<file path="src/sv/scancode_to_key_queue_assert.svh">
// Assertion macros for the keyboard queue RTL.
`ifndef SCANCODE_TO_KEY_QUEUE_ASSERT_SVH
`define SCANCODE_TO_KEY_QUEUE_ASSERT_SVH

// Same-cycle implication, sampled on aclk, off during reset.
`define SCKQ_ASSERT_NOW(lbl, ante, cons, msg) \
    lbl: assert property (@(posedge aclk) disable iff (!aresetn) (ante) |-> (cons)) \
        else $error(msg);

// Next-cycle implication, sampled on aclk, off during reset.
`define SCKQ_ASSERT_NEXT(lbl, ante, cons, msg) \
    lbl: assert property (@(posedge aclk) disable iff (!aresetn) (ante) |=> (cons)) \
        else $error(msg);

`endif

</file>
<file path="src/sv/sckq_pkg.sv">
package sckq_pkg;

    // Queue geometry; one slot always stays free
    localparam int QUEUE_DEPTH = 256;
    localparam int IDX_W       = (QUEUE_DEPTH > 1) ? $clog2(QUEUE_DEPTH) : 1;

    // Item operations
    typedef enum logic [1:0] {
        ACT_FEED  = 2'd0,
        ACT_POP   = 2'd1,
        ACT_FLUSH = 2'd2
    } action_t;

    // Scancode constants
    localparam logic [7:0] SC_PREFIX = 8'hE0;
    localparam logic [6:0] SC_LSHIFT = 7'h2A;
    localparam logic [6:0] SC_RSHIFT = 7'h36;
    localparam logic [6:0] SC_CTRL   = 7'h1D;
    localparam logic [6:0] SC_ALT    = 7'h38;
    localparam logic [6:0] SC_CAPS   = 7'h3A;
    localparam logic [6:0] SC_F1     = 7'h3B;
    localparam logic [6:0] SC_F10    = 7'h44;
    localparam logic [6:0] SC_F11    = 7'h57;
    localparam logic [6:0] SC_F12    = 7'h58;

    // Special key codes
    localparam logic [7:0] KC_UP       = 8'h80;
    localparam logic [7:0] KC_DOWN     = 8'h81;
    localparam logic [7:0] KC_LEFT     = 8'h82;
    localparam logic [7:0] KC_RIGHT    = 8'h83;
    localparam logic [7:0] KC_HOME     = 8'h84;
    localparam logic [7:0] KC_END      = 8'h85;
    localparam logic [7:0] KC_PAGEUP   = 8'h86;
    localparam logic [7:0] KC_PAGEDOWN = 8'h87;
    localparam logic [7:0] KC_DELETE   = 8'h88;
    localparam logic [7:0] KC_F1       = 8'h89;
    localparam logic [7:0] KC_F11      = 8'h93;
    localparam logic [7:0] KC_F12      = 8'h94;

    typedef struct packed {
        logic [1:0] action;
        logic [7:0] scancode;
        logic       from_mouse;
    } in_item_t;

    typedef struct packed {
        logic       read_valid;
        logic [7:0] read_code;
        logic       has_char;
        logic [7:0] peek_code;
        logic       overflow_dropped;
        logic       shift_held;
        logic       ctrl_held;
        logic       alt_held;
        logic       caps_lock_on;
    } out_item_t;

    // Decoder to queue: code request plus modifier state after the byte
    typedef struct packed {
        logic       push;
        logic [7:0] code;
        logic       shift_held;
        logic       ctrl_held;
        logic       alt_held;
        logic       caps_lock_on;
    } dec_t;

    // Ring index advance with wrap
    function automatic logic [IDX_W-1:0] idx_inc(input logic [IDX_W-1:0] idx);
        if (idx == IDX_W'(QUEUE_DEPTH - 1)) begin
            return '0;
        end
        return idx + 1'b1;
    endfunction

    // Extended cursor/edit keys, 0 when none
    function automatic logic [7:0] cursor_code(input logic [6:0] key);
        case (key)
            7'h48:   return KC_UP;
            7'h50:   return KC_DOWN;
            7'h4B:   return KC_LEFT;
            7'h4D:   return KC_RIGHT;
            7'h47:   return KC_HOME;
            7'h4F:   return KC_END;
            7'h49:   return KC_PAGEUP;
            7'h51:   return KC_PAGEDOWN;
            7'h53:   return KC_DELETE;
            default: return 8'h00;
        endcase
    endfunction

    // Unshifted ASCII table
    function automatic logic [7:0] plain_char(input logic [6:0] key);
        case (key)
            7'h01: return 8'h1B; 7'h02: return 8'h31; 7'h03: return 8'h32;
            7'h04: return 8'h33; 7'h05: return 8'h34; 7'h06: return 8'h35;
            7'h07: return 8'h36; 7'h08: return 8'h37; 7'h09: return 8'h38;
            7'h0A: return 8'h39; 7'h0B: return 8'h30; 7'h0C: return 8'h2D;
            7'h0D: return 8'h3D; 7'h0E: return 8'h08; 7'h0F: return 8'h09;
            7'h10: return 8'h71; 7'h11: return 8'h77; 7'h12: return 8'h65;
            7'h13: return 8'h72; 7'h14: return 8'h74; 7'h15: return 8'h79;
            7'h16: return 8'h75; 7'h17: return 8'h69; 7'h18: return 8'h6F;
            7'h19: return 8'h70; 7'h1A: return 8'h5B; 7'h1B: return 8'h5D;
            7'h1C: return 8'h0A; 7'h1E: return 8'h61; 7'h1F: return 8'h73;
            7'h20: return 8'h64; 7'h21: return 8'h66; 7'h22: return 8'h67;
            7'h23: return 8'h68; 7'h24: return 8'h6A; 7'h25: return 8'h6B;
            7'h26: return 8'h6C; 7'h27: return 8'h3B; 7'h28: return 8'h27;
            7'h29: return 8'h60; 7'h2B: return 8'h5C; 7'h2C: return 8'h7A;
            7'h2D: return 8'h78; 7'h2E: return 8'h63; 7'h2F: return 8'h76;
            7'h30: return 8'h62; 7'h31: return 8'h6E; 7'h32: return 8'h6D;
            7'h33: return 8'h2C; 7'h34: return 8'h2E; 7'h35: return 8'h2F;
            7'h37: return 8'h2A; 7'h39: return 8'h20;
            default: return 8'h00;
        endcase
    endfunction

    // Shifted ASCII table
    function automatic logic [7:0] shift_char(input logic [6:0] key);
        case (key)
            7'h01: return 8'h1B; 7'h02: return 8'h21; 7'h03: return 8'h40;
            7'h04: return 8'h23; 7'h05: return 8'h24; 7'h06: return 8'h25;
            7'h07: return 8'h5E; 7'h08: return 8'h26; 7'h09: return 8'h2A;
            7'h0A: return 8'h28; 7'h0B: return 8'h29; 7'h0C: return 8'h5F;
            7'h0D: return 8'h2B; 7'h0E: return 8'h08; 7'h0F: return 8'h09;
            7'h10: return 8'h51; 7'h11: return 8'h57; 7'h12: return 8'h45;
            7'h13: return 8'h52; 7'h14: return 8'h54; 7'h15: return 8'h59;
            7'h16: return 8'h55; 7'h17: return 8'h49; 7'h18: return 8'h4F;
            7'h19: return 8'h50; 7'h1A: return 8'h7B; 7'h1B: return 8'h7D;
            7'h1C: return 8'h0A; 7'h1E: return 8'h41; 7'h1F: return 8'h53;
            7'h20: return 8'h44; 7'h21: return 8'h46; 7'h22: return 8'h47;
            7'h23: return 8'h48; 7'h24: return 8'h4A; 7'h25: return 8'h4B;
            7'h26: return 8'h4C; 7'h27: return 8'h3A; 7'h28: return 8'h22;
            7'h29: return 8'h7E; 7'h2B: return 8'h7C; 7'h2C: return 8'h5A;
            7'h2D: return 8'h58; 7'h2E: return 8'h43; 7'h2F: return 8'h56;
            7'h30: return 8'h42; 7'h31: return 8'h4E; 7'h32: return 8'h4D;
            7'h33: return 8'h3C; 7'h34: return 8'h3E; 7'h35: return 8'h3F;
            7'h37: return 8'h2A; 7'h39: return 8'h20;
            default: return 8'h00;
        endcase
    endfunction

endpackage

</file>
<file path="src/sv/sckq_ram.sv">
// Generic RAM: one write port, two registered read ports
module sckq_ram #(
    parameter int WIDTH = 8,
    parameter int DEPTH = 256
) (
    input  logic                             aclk,
    input  logic                             we,
    input  logic [$clog2(DEPTH > 1 ? DEPTH : 2)-1:0] waddr,
    input  logic [WIDTH-1:0]                 wdata,
    input  logic                             re,
    input  logic [$clog2(DEPTH > 1 ? DEPTH : 2)-1:0] raddr_a,
    input  logic [$clog2(DEPTH > 1 ? DEPTH : 2)-1:0] raddr_b,
    output logic [WIDTH-1:0]                 rdata_a,
    output logic [WIDTH-1:0]                 rdata_b
);

    logic [WIDTH-1:0] mem [DEPTH];

    always_ff @(posedge aclk) begin
        if (we) begin
            mem[waddr] <= wdata;
        end
        if (re) begin
            rdata_a <= mem[raddr_a];
            rdata_b <= mem[raddr_b];
        end
    end

endmodule

</file>
<file path="src/sv/sckq_decode.sv">
// Set 1 scancode decoder: prefix and modifier tracking, key code lookup
module sckq_decode
    import sckq_pkg::*;
(
    input  logic       aclk,
    input  logic       aresetn,
    input  logic       feed,       // keyboard byte accepted this cycle
    input  logic [7:0] scancode,
    output dec_t       dec
);

    logic lshift_reg, lshift_next;
    logic rshift_reg, rshift_next;
    logic lctrl_reg,  lctrl_next;
    logic rctrl_reg,  rctrl_next;
    logic lalt_reg,   lalt_next;
    logic ralt_reg,   ralt_next;
    logic caps_reg,   caps_next;
    logic prefix_reg, prefix_next;

    logic [6:0] key;
    logic [7:0] cur;
    logic [7:0] lower;
    logic [7:0] chr;
    logic       shifted;
    logic       push;
    logic [7:0] code;

    assign key   = scancode[6:0];
    assign cur   = cursor_code(key);
    assign lower = plain_char(key);

    // Caps lock flips shift for letters only
    always_comb begin
        shifted = lshift_reg | rshift_reg;
        if (caps_reg && lower >= 8'h61 && lower <= 8'h7A) begin
            shifted = ~shifted;
        end
        chr = shifted ? shift_char(key) : lower;
    end

    // Next modifier state and code request
    always_comb begin
        lshift_next = lshift_reg;
        rshift_next = rshift_reg;
        lctrl_next  = lctrl_reg;
        rctrl_next  = rctrl_reg;
        lalt_next   = lalt_reg;
        ralt_next   = ralt_reg;
        caps_next   = caps_reg;
        prefix_next = prefix_reg;
        push        = 1'b0;
        code        = chr;
        if (feed) begin
            if (scancode == SC_PREFIX) begin
                prefix_next = 1'b1;
            end else begin
                prefix_next = 1'b0;
                if (scancode[7]) begin
                    // break: release modifiers only
                    if (key == SC_LSHIFT) begin
                        lshift_next = 1'b0;
                    end else if (key == SC_RSHIFT) begin
                        rshift_next = 1'b0;
                    end else if (key == SC_CTRL) begin
                        if (prefix_reg) rctrl_next = 1'b0;
                        else            lctrl_next = 1'b0;
                    end else if (key == SC_ALT) begin
                        if (prefix_reg) ralt_next = 1'b0;
                        else            lalt_next = 1'b0;
                    end
                end else if (key == SC_LSHIFT) begin
                    lshift_next = 1'b1;
                end else if (key == SC_RSHIFT) begin
                    rshift_next = 1'b1;
                end else if (key == SC_CTRL) begin
                    if (prefix_reg) rctrl_next = 1'b1;
                    else            lctrl_next = 1'b1;
                end else if (key == SC_ALT) begin
                    if (prefix_reg) ralt_next = 1'b1;
                    else            lalt_next = 1'b1;
                end else if (key == SC_CAPS) begin
                    caps_next = ~caps_reg;
                end else if (cur != 8'h00) begin
                    push = prefix_reg;
                    code = cur;
                end else if (key >= SC_F1 && key <= SC_F10) begin
                    push = 1'b1;
                    code = KC_F1 + 8'(key - SC_F1);
                end else if (key == SC_F11) begin
                    push = 1'b1;
                    code = KC_F11;
                end else if (key == SC_F12) begin
                    push = 1'b1;
                    code = KC_F12;
                end else begin
                    push = (chr != 8'h00);
                end
            end
        end
    end

    always_ff @(posedge aclk) begin
        if (!aresetn) begin
            lshift_reg <= 1'b0;
            rshift_reg <= 1'b0;
            lctrl_reg  <= 1'b0;
            rctrl_reg  <= 1'b0;
            lalt_reg   <= 1'b0;
            ralt_reg   <= 1'b0;
            caps_reg   <= 1'b0;
            prefix_reg <= 1'b0;
        end else begin
            lshift_reg <= lshift_next;
            rshift_reg <= rshift_next;
            lctrl_reg  <= lctrl_next;
            rctrl_reg  <= rctrl_next;
            lalt_reg   <= lalt_next;
            ralt_reg   <= ralt_next;
            caps_reg   <= caps_next;
            prefix_reg <= prefix_next;
        end
    end

    assign dec.push         = push;
    assign dec.code         = code;
    assign dec.shift_held   = lshift_next | rshift_next;
    assign dec.ctrl_held    = lctrl_next | rctrl_next;
    assign dec.alt_held     = lalt_next | ralt_next;
    assign dec.caps_lock_on = caps_next;

endmodule

</file>
<file path="src/sv/scancode_to_key_queue.sv">
// PS/2 set 1 keyboard decoder with a key code ring queue.
// Input channel (s_valid/s_ready/s_item) carries one transaction per item:
// feed a scancode byte, pop one key code, or flush the queue. Aux-channel
// bytes (from_mouse) change nothing. Each input transaction yields exactly
// one result transaction on m_valid/m_ready/m_item: the popped code if any,
// queue status and front code after the item, an overflow flag and the
// modifier/caps-lock state.
// The result passes through the read stage and then the output register
// (the accepting edge does the queue RAM read; the output register loads when free).
// Throughput: one transaction per cycle while m_ready holds; the queue RAM
// has one write port and two registered read ports (front before and after
// the item), so an item never waits on the one before it.
// The queue holds QUEUE_DEPTH-1 codes; a code produced when it is full is
// dropped and flagged.
// Reset clears modifiers, caps lock, the prefix flag and both indices; the
// RAM contents are not cleared and no clearing pass is needed.
// When the receiver stalls, the result holds on m_item, one more item is
// taken into the read stage, and s_ready then drops until m_ready returns.
module scancode_to_key_queue
    import sckq_pkg::*;
(
    input  logic      aclk,
    input  logic      aresetn,
    input  logic      s_valid,
    output logic      s_ready,
    input  in_item_t  s_item,
    output logic      m_valid,
    input  logic      m_ready,
    output out_item_t m_item
);

`include "scancode_to_key_queue_assert.svh"

    dec_t dec;

    logic [IDX_W-1:0] wr_idx_reg, wr_idx_next;
    logic [IDX_W-1:0] rd_idx_reg, rd_idx_next;
    logic [IDX_W-1:0] wr_inc;

    logic       accept;
    logic       feed;
    logic       push_req;
    logic       full;
    logic       do_write;
    logic       drop;
    logic       pop_ok;

    // Read stage registers (RAM data registered inside the RAM)
    logic       rs_valid_reg;
    logic       rs_pop_reg;
    logic       rs_nonempty_reg;
    logic       rs_fwd_reg;
    logic [7:0] rs_fwd_code_reg;
    logic       rs_drop_reg;
    logic       rs_shift_reg;
    logic       rs_ctrl_reg;
    logic       rs_alt_reg;
    logic       rs_caps_reg;
    logic [7:0] rdata_a;
    logic [7:0] rdata_b;

    logic       out_load;
    logic       m_valid_reg;
    out_item_t  m_item_reg;
    out_item_t  res;

    // Handshake
    assign out_load = rs_valid_reg & (~m_valid_reg | m_ready);
    assign s_ready  = ~rs_valid_reg | out_load;
    assign accept   = s_valid & s_ready;
    assign feed     = accept && (s_item.action == ACT_FEED) && !s_item.from_mouse;

    sckq_decode u_decode (
        .aclk     (aclk),
        .aresetn  (aresetn),
        .feed     (feed),
        .scancode (s_item.scancode),
        .dec      (dec)
    );

    // Queue index update
    assign wr_inc   = idx_inc(wr_idx_reg);
    assign full     = (wr_inc == rd_idx_reg);
    assign push_req = feed & dec.push;
    assign do_write = push_req & ~full;
    assign drop     = push_req & full;

    always_comb begin
        wr_idx_next = wr_idx_reg;
        rd_idx_next = rd_idx_reg;
        pop_ok      = 1'b0;
        if (accept) begin
            case (s_item.action)
                ACT_FEED: begin
                    if (do_write) wr_idx_next = wr_inc;
                end
                ACT_POP: begin
                    if (wr_idx_reg != rd_idx_reg) begin
                        pop_ok      = 1'b1;
                        rd_idx_next = idx_inc(rd_idx_reg);
                    end
                end
                ACT_FLUSH: begin
                    wr_idx_next = '0;
                    rd_idx_next = '0;
                end
                default: ;
            endcase
        end
    end

    always_ff @(posedge aclk) begin
        if (!aresetn) begin
            wr_idx_reg <= '0;
            rd_idx_reg <= '0;
        end else begin
            wr_idx_reg <= wr_idx_next;
            rd_idx_reg <= rd_idx_next;
        end
    end

    // Port a reads the popped entry, port b the new front
    sckq_ram #(
        .WIDTH (8),
        .DEPTH (QUEUE_DEPTH)
    ) u_store (
        .aclk    (aclk),
        .we      (do_write),
        .waddr   (wr_idx_reg),
        .wdata   (dec.code),
        .re      (accept),
        .raddr_a (rd_idx_reg),
        .raddr_b (rd_idx_next),
        .rdata_a (rdata_a),
        .rdata_b (rdata_b)
    );

    // Read stage: side information; forward a code written into an empty queue
    always_ff @(posedge aclk) begin
        if (!aresetn) begin
            rs_valid_reg <= 1'b0;
        end else if (accept) begin
            rs_valid_reg <= 1'b1;
        end else if (out_load) begin
            rs_valid_reg <= 1'b0;
        end
    end

    always_ff @(posedge aclk) begin
        if (accept) begin
            rs_pop_reg      <= pop_ok;
            rs_nonempty_reg <= (wr_idx_next != rd_idx_next);
            rs_fwd_reg      <= do_write && (wr_idx_reg == rd_idx_next);
            rs_fwd_code_reg <= dec.code;
            rs_drop_reg     <= drop;
            rs_shift_reg    <= dec.shift_held;
            rs_ctrl_reg     <= dec.ctrl_held;
            rs_alt_reg      <= dec.alt_held;
            rs_caps_reg     <= dec.caps_lock_on;
        end
    end

    // Result assembly
    always_comb begin
        res.read_valid       = rs_pop_reg;
        res.read_code        = rs_pop_reg ? rdata_a : 8'h00;
        res.has_char         = rs_nonempty_reg;
        res.peek_code        = !rs_nonempty_reg ? 8'h00 :
                               (rs_fwd_reg ? rs_fwd_code_reg : rdata_b);
        res.overflow_dropped = rs_drop_reg;
        res.shift_held       = rs_shift_reg;
        res.ctrl_held        = rs_ctrl_reg;
        res.alt_held         = rs_alt_reg;
        res.caps_lock_on     = rs_caps_reg;
    end

    // Output register
    always_ff @(posedge aclk) begin
        if (!aresetn) begin
            m_valid_reg <= 1'b0;
        end else if (out_load) begin
            m_valid_reg <= 1'b1;
        end else if (m_ready) begin
            m_valid_reg <= 1'b0;
        end
    end

    always_ff @(posedge aclk) begin
        if (out_load) begin
            m_item_reg <= res;
        end
    end

    assign m_valid = m_valid_reg;
    assign m_item  = m_item_reg;

    // Checks
    `SCKQ_ASSERT_NOW(a_empty_peek_zero, m_valid && !m_item.has_char,
        m_item.peek_code == 8'h00, "front code not zero on empty queue")
    `SCKQ_ASSERT_NEXT(a_pop_advances,
        accept && s_item.action == ACT_POP && wr_idx_reg != rd_idx_reg,
        rd_idx_reg != $past(rd_idx_reg), "pop on non-empty queue did not advance")
    `SCKQ_ASSERT_NOW(a_no_overrun, do_write, wr_inc != rd_idx_reg,
        "write index overran read index")
    `SCKQ_ASSERT_NOW(a_stall_blocks, rs_valid_reg && m_valid && !m_ready, !s_ready,
        "input taken while both stages are held")

endmodule

</file>
<file path="config.mk">
export PLATFORM = sky130hd
export DESIGN_NAME = scancode_to_key_queue
export DESIGN_NICKNAME = d
export VERILOG_FILES = /design/src/sv/sckq_pkg.sv /design/src/sv/sckq_ram.sv /design/src/sv/sckq_decode.sv /design/src/sv/scancode_to_key_queue.sv
export VERILOG_INCLUDE_DIRS = /design/src /design/src/sv
export SDC_FILE = /design/constraint.sdc
export NUM_CORES = 2
export LEC_CHECK = 0
export BUFFER_PORTS_ARGS = -buffer_cell sky130_fd_sc_hd__buf_2
export CORE_MARGIN = 2
export CORE_UTILIZATION = 25
export DETAILED_ROUTE_END_ITERATION = 8
export SLEW_MARGIN = 20
export SYNTH_ARGS = -nofsm -noshare
export SYNTH_HDL_FRONTEND = slang
export SYNTH_SLANG_ARGS = --single-unit
</file>
<file path="constraint.sdc">
create_clock -name aclk -period 31.1 [get_ports aclk]
set_clock_uncertainty 0.2 [all_clocks]
set_input_delay 3.11 -clock aclk [delete_from_list [all_inputs] [get_ports aclk]]
set_output_delay 3.11 -clock aclk [all_outputs]
set_load 0.01 [all_outputs]
</file>
# Word level (Yosys, flattened, before mapping)
# Memories as Yosys holds them, arrays and structs flattened. A register that Yosys moved wholly into a read port is not among the register bits.
# Cells that the tools add are included.
# Widths: inputs -> output; s select.
[totals] mem_bits_rw=2048 wordCells=215 inputBits=15 mem_bits_ro=896 output_inout_bits=25 reg_bits=65 n_memories=3
[mem_list] name="u_store.mem" words=256 width=8 read_ports=2 rd_clocked_by_memory_dff=2 wr=1 line="sckq_ram.sv:17" rtl="logic [WIDTH-1:0] mem [DEPTH];"
[mem_list] name="(no name shown)" words=64 width=7 read_ports=1 rd_clocked_by_memory_dff=0 wr=0 line="sckq_pkg.sv:119" rtl="case (key)"
[mem_list] name="(no name shown)" words=64 width=7 read_ports=1 rd_clocked_by_memory_dff=0 wr=0 line="sckq_pkg.sv:94" rtl="case (key)"
[classes] magnitude_cmp=4 addsub=4 n_bitwise=16 n_reduce_logical=12 n_eq_ne=25 mux=121
[op_table] op="$mux 8" n=24
[op_table] op="$mux 1" n=94
[op_table] op="$eq 7x7->1 const B" n=11
[op_table] op="$pmux 8 s9" n=1
[op_table] op="$pmux 8 s2" n=2
[op_table] op="$eq 7x6->1 const B" n=4
[op_table] op="$eq 8x8->1 const B" n=3
[op_table] op="$add 8x1->8 const B" n=2
[op_table] op="$eq 8x8->1" n=2
[op_table] op="$ne 8x8->1" n=2
[op_table] op="$reduce_bool 8->1" n=2
[op_table] op="$add 8x8->8 const A" n=1
[op_table] op="$ge 8x7->1 const B" n=1
[op_table] op="$le 8x7->1 const B" n=1
[op_table] op="$sub 7x6->8 const B" n=1
[op_table] op="$eq 7x5->1 const B" n=1
[op_table] op="$ge 7x6->1 const B" n=1
[op_table] op="$le 7x7->1 const B" n=1
[op_table] op="$logic_and 1x1->1" n=6
[op_table] op="$or 1x1->1" n=6
[op_table] op="$and 1x1->1" n=5
[op_table] op="$not 1->1" n=5
[op_table] op="$reduce_bool 2->1" n=2
[op_table] op="$eq 2x1->1 const B" n=1
[op_table] op="3 further kinds" n=3

# Depth between registers and ports, before layout
# An unclocked memory read counts as a cell.
[logic_depth] depth_word=26 mapped_depth=19 depth_no_buf=14

# Hierarchy
# A second synthesis with hierarchy kept.
[unflattened] hier_cells=5471 hier_area_um2=102752.3
[modules_own_cells] module="sckq_ram" seq_area_each_um2=61979.4 n_inst=1 area_per_inst_um2=97133.2 cells_per_inst=4847
[modules_own_cells] module="scancode_to_key_queue" seq_area_each_um2=1531.5 n_inst=1 area_per_inst_um2=3254.4 cells_per_inst=288
[modules_own_cells] module="sckq_decode" seq_area_each_um2=160.2 n_inst=1 area_per_inst_um2=2364.8 cells_per_inst=336

# Worst setup path before layout
# No wires, ideal clock.
[synth_timing] path_type="input to register" from="in s_item[3] (netlist bit)" to="reg rs_fwd_code_reg[5], data pin" arrival_ps=26852 stages=10 setup_ps=2986 setup_slack_ps=1062 path_buffers=3 required_time_ps=27914 cell_sequence="buf_2 -> inv_1 -> clkbuf_1 -> ha_1 -> nand2_1 -> a2111o_1 -> and2_1 -> clkbuf_1 -> a31oi_1 -> a21oi_1"
[synth_lines] element="from (decl)" line="scancode_to_key_queue.sv:26" rtl="input in_item_t s_item,"
[synth_lines] element="to (signal assigned)" line="scancode_to_key_queue.sv:154" rtl="rs_fwd_code_reg <= dec.code;"
[synth_lines] element="to (decl)" line="scancode_to_key_queue.sv:53" rtl="logic [7:0] rs_fwd_code_reg;"

# Worst setup path after layout
[layout_timing] from="in m_ready" to="reg u_store.rdata_b[7], read port of u_store.mem, data pin"
[layout_via] elab_chain_cells=5
[layout_rtl] element="from (decl)" line="scancode_to_key_queue.sv:28" rtl="input logic m_ready,"
[layout_rtl] element="$or 1x1->1 *" line="scancode_to_key_queue.sv:68" rtl="assign out_load = rs_valid_reg & (~m_valid_reg | m_ready);"
[layout_rtl] element="$and 1x1->1 *" line="scancode_to_key_queue.sv:68"
[layout_rtl] element="$or 1x1->1 *" line="scancode_to_key_queue.sv:69" rtl="assign s_ready = ~rs_valid_reg | out_load;"
[layout_rtl] element="$and 1x1->1 *" line="scancode_to_key_queue.sv:70" rtl="assign accept = s_valid & s_ready;"
[layout_rtl] element="$mux 8" line="scancode_to_key_queue.sv:92" rtl="if (accept) begin"
[layout_rtl] element="to (decl)" line="sckq_ram.sv:14" rtl="output logic [WIDTH-1:0] rdata_b"
# Every way passes the cells marked *; elsewhere a longest branch is shown, timed or not.
# A chain may end at the register's enable or synchronous reset.

==> implementation parameters <==
Parameter                              Value

Route
  Remaining design rule violation count ... 0
  Drt wl/cell ... 26.3 um
  Via count normalized by instance count ... roughly 5.5
  Number of detailed-routing iterations run before antenna repair ... 6
  Total wire length after detailed routing ... ~360000 um
  Total via count after detailed routing ... approximately 76000
  Antenna-violating nets left ... 0
  Number of DRC markers after the initial detailed-route iteration ... about 12000

Die
  Standard-cell rows ... 236
  Top Ports ... 40
  Die height ... between 600 and 700 um
  Floorplan core area ... a little over 400000 um^2
  Die width ... roughly 650 um
  Starting density of the core ... 0.251
  Full die area ... between 400000 and 500000 um^2

Yosys
  Leading post-synthesis cells by cell area ... sky130_fd_sc_hd__edfxtp_1 (61%), sky130_fd_sc_hd__mux2i_1 (6.9%), sky130_fd_sc_hd__nand2_1 (6.5%)
  Synth Cell Area ... 104000 um^2
  Flip-flop and latch count after synthesis ... between 2000 and 2500
  Netlist cell types ... 85
  Number of instances in the synthesized netlist ... 8403
  Post-synth top cells ... sky130_fd_sc_hd__edfxtp_1 (2103), sky130_fd_sc_hd__nand2_1 (1802), sky130_fd_sc_hd__mux2i_1 (712)
  Post-synth EDFFs ... ~2100
  Sequential share of the synthesized area ... 0.614
  Area share of the largest cell type after synthesis ... 0.609
  Mean post-synth cell area ... 12.3 um^2
  Most frequent cell after synthesis ... sky130_fd_sc_hd__edfxtp_1
  Largest area contributor in the netlist ... sky130_fd_sc_hd__edfxtp_1
  Proportion of register bits with asynchronous set or reset after synthesis ... 0
  Total nets after synthesis ... 8438
  Post-synth top flop ... sky130_fd_sc_hd__edfxtp_1
  Synthesis warning total ... 0

Timing
  Final hold violations ... 0
  RSZ-0062 raised after global routing ... false
  TNS Setup ... 0 ps
  Final period util ... 0.291
  Minimum clock period ... 9040 ps
  Slew headroom ... 0.125
  Final worst-path setup slack ... about 22000 ps
  Number of endpoints failing setup at the final stage ... 0
  Maximum clock frequency ... 111 MHz
  Slew @ Worst Pin ... 1310 ps
  Max-slew violation count ... 0

CTS
  Num CTS Buffers ... 230
  Max clock buf depth ... 4
  Root Driver ... sky130_fd_sc_hd__clkbuf_16
  Clock tree from TritonCTS ... done
  Worst-skew pair later-pin latency ... 920 ps
  Setup bufs post-CTS ... 0
  Hold_buf cts ... 0
  Post-cts repair resize count ... 0
  # clock sinks ... 2129
  Clock-pin transition on the worst setup and hold timing paths ... 60 ps
  H-tree depth reported by CTS ... 4

Power and ir drop
  IR Drop Worst-Case VDD ... ~0.052 mV
  Power Dens Cells ... between 50 and 60 nW/um^2
  Overall power of the completed layout ... between 6 and 7 mW
  Standby leakage power ... roughly 36 nW

Setup path
  Maximum fanout along the worst path ... 75
  Worst Setup Path Type ... in2reg
  Launching element type of the critical path ... input port
  Worst Setup End Kind ... flip-flop
  CP arrival ... 9500 ps
  Data required time at the worst endpoint ... around 32000 ps

Cells and area
  Area Growth Syn to Fin ... 13.1%
  Fraction of final layout cells sized beyond drive strength 1 ... 0.110
  Max reg flops ... about 2000
  Final core utilization ... 0.284
  Final layout net count ... just over 8000
  Cell area after layout ... roughly 120000 um^2

Place
  Routability Congestion ... ~0.91
  Placement Cell Area ... between 100000 and 150000 um^2
  Count of input and output buffers ... 39
  HPWL after detailed placement ... ~220000 um
  Dpl ws ... between 20000 and 25000 ps

Flow run
  Max-capacitance violation count ... 0

GRT
  Vias in the first global route ... roughly 70000
  Total global routing overflow ... 0
  Overall Global Routing Usage ... 0.166
  Number of antenna violations at the first check in global routing ... 10
  Wire length of the first global-routing pass ... ~520000 um
  Maximum number of pins on one net before global-route repair ... ~200

Run status
  Run status ... completed

Worst hold path
  Min-Delay Path Class ... reg2reg
[power by group]
group | internal [mW] | total (mW) | switching, mW
sequential | 3.18 | 3.18 | 0.00270
clock | 1.61 | 2.79 | 1.18
combinational | 0.0228 | 0.128 | 0.105
total | 4.81 | 6.09 | 1.29
[logic make-up (layout without fill, tap and decap cells)]
group	count (synthesis)	after routing	share of synthesized area
XOR/XNOR	32	32	0.00277
AND/OR/NAND/NOR	2936	2936	0.119
adder cells (fa/ha/maj)	20	20	0.00241
buffers and inverters	696	650	0.0294
other	0	7	0
flip-flops	2129	2129	0.614
multiplexers	1005	1005	0.132
AO/OA/AOI/OAI	1585	1585	0.101
[routing by layer]
| metal | part of all wire | up-vias | track usage | routed length [um] |
|---|---|---|---|---|
| met5 | 0.00010 | - | 0 | 37 |
| met1 | 0.39 | 37897 | 0.218 | 140000 |
| met2 | 0.44 | 5071 | 0.257 | 162000 |
| li1 | - | 31840 | - | - |
| met4 | 0.047 | 6 | 0.0730 | 17000 |
| met3 | 0.12 | 872 | 0.0439 | 45000 |
[critical path: stages]
cell and delay (ps):
sky130_fd_sc_hd__buf_2 80, sky130_fd_sc_hd__and3b_1 330, sky130_fd_sc_hd__inv_1 210, sky130_fd_sc_hd__nand3_1 230, sky130_fd_sc_hd__a211o_1 340, sky130_fd_sc_hd__nand2_4 690, sky130_fd_sc_hd__buf_4 730, sky130_fd_sc_hd__buf_4 750
sky130_fd_sc_hd__buf_4 780, sky130_fd_sc_hd__mux2i_1 280, sky130_fd_sc_hd__o22ai_1 110, sky130_fd_sc_hd__o31ai_1 980, sky130_fd_sc_hd__and3_1 520, sky130_fd_sc_hd__nor3_2 80
[placed cells by master (no fill, tap or decap), types with 29 or more instances in the layout]
cell,n
sky130_fd_sc_hd__a2111oi_0,34
sky130_fd_sc_hd__a211oi_1,33
sky130_fd_sc_hd__a21oi_1,644
sky130_fd_sc_hd__a32oi_1,65
sky130_fd_sc_hd__buf_2,40
sky130_fd_sc_hd__buf_4,149
sky130_fd_sc_hd__bufinv_16,31
sky130_fd_sc_hd__clkbuf_1,33
sky130_fd_sc_hd__clkbuf_16,230
sky130_fd_sc_hd__clkinv_1,62
sky130_fd_sc_hd__clkinv_2,40
sky130_fd_sc_hd__edfxtp_1,2103
sky130_fd_sc_hd__mux2i_1,712
sky130_fd_sc_hd__mux4_2,289
sky130_fd_sc_hd__nand2_1,1790
sky130_fd_sc_hd__nand3_1,408
sky130_fd_sc_hd__nor2_1,386
sky130_fd_sc_hd__nor2b_1,29
sky130_fd_sc_hd__nor3_1,82
sky130_fd_sc_hd__nor4_1,68
sky130_fd_sc_hd__o211ai_1,32
sky130_fd_sc_hd__o21ai_0,63
sky130_fd_sc_hd__o221ai_1,268
sky130_fd_sc_hd__o22ai_1,245
sky130_fd_sc_hd__o31ai_1,29
[final cells by class]
class / instances / area [um^2]
flip-flops and latches: 2129 / 63700
well taps: 5474 / 6850
repair buffers: 208 / 1710
clock buffers: 263 / 5880
fillers: 41644 / 296000
multi-input cells: 5578 / 37400
diodes: 7 / 17.5
inverters: 25 / 104
clock inverters: 154 / 1630
[per-stage QoR]
stage                     hold WS [ps]  cells
after floorplan                    200   8403
after global placement             204  13412
after detailed placement           207  13413
after CTS                          227  13830
after global routing               234  13832
final                              224  13838
[worst paths after layout]
check / startpoint / end / slack (ps) / cells past startpoint
setup reg to reg: rd_idx_reg[6] / u_store.rdata_b[7] / 23250 / 12
setup / recovery: m_ready / u_store.rdata_b[7] / 22060 / 14
hold reg to reg: rs_caps_reg / m_item[0] / 220 / 0
hold / removal: rs_caps_reg / m_item[0] / 220 / 0
(Power assumes the default switching activity.)
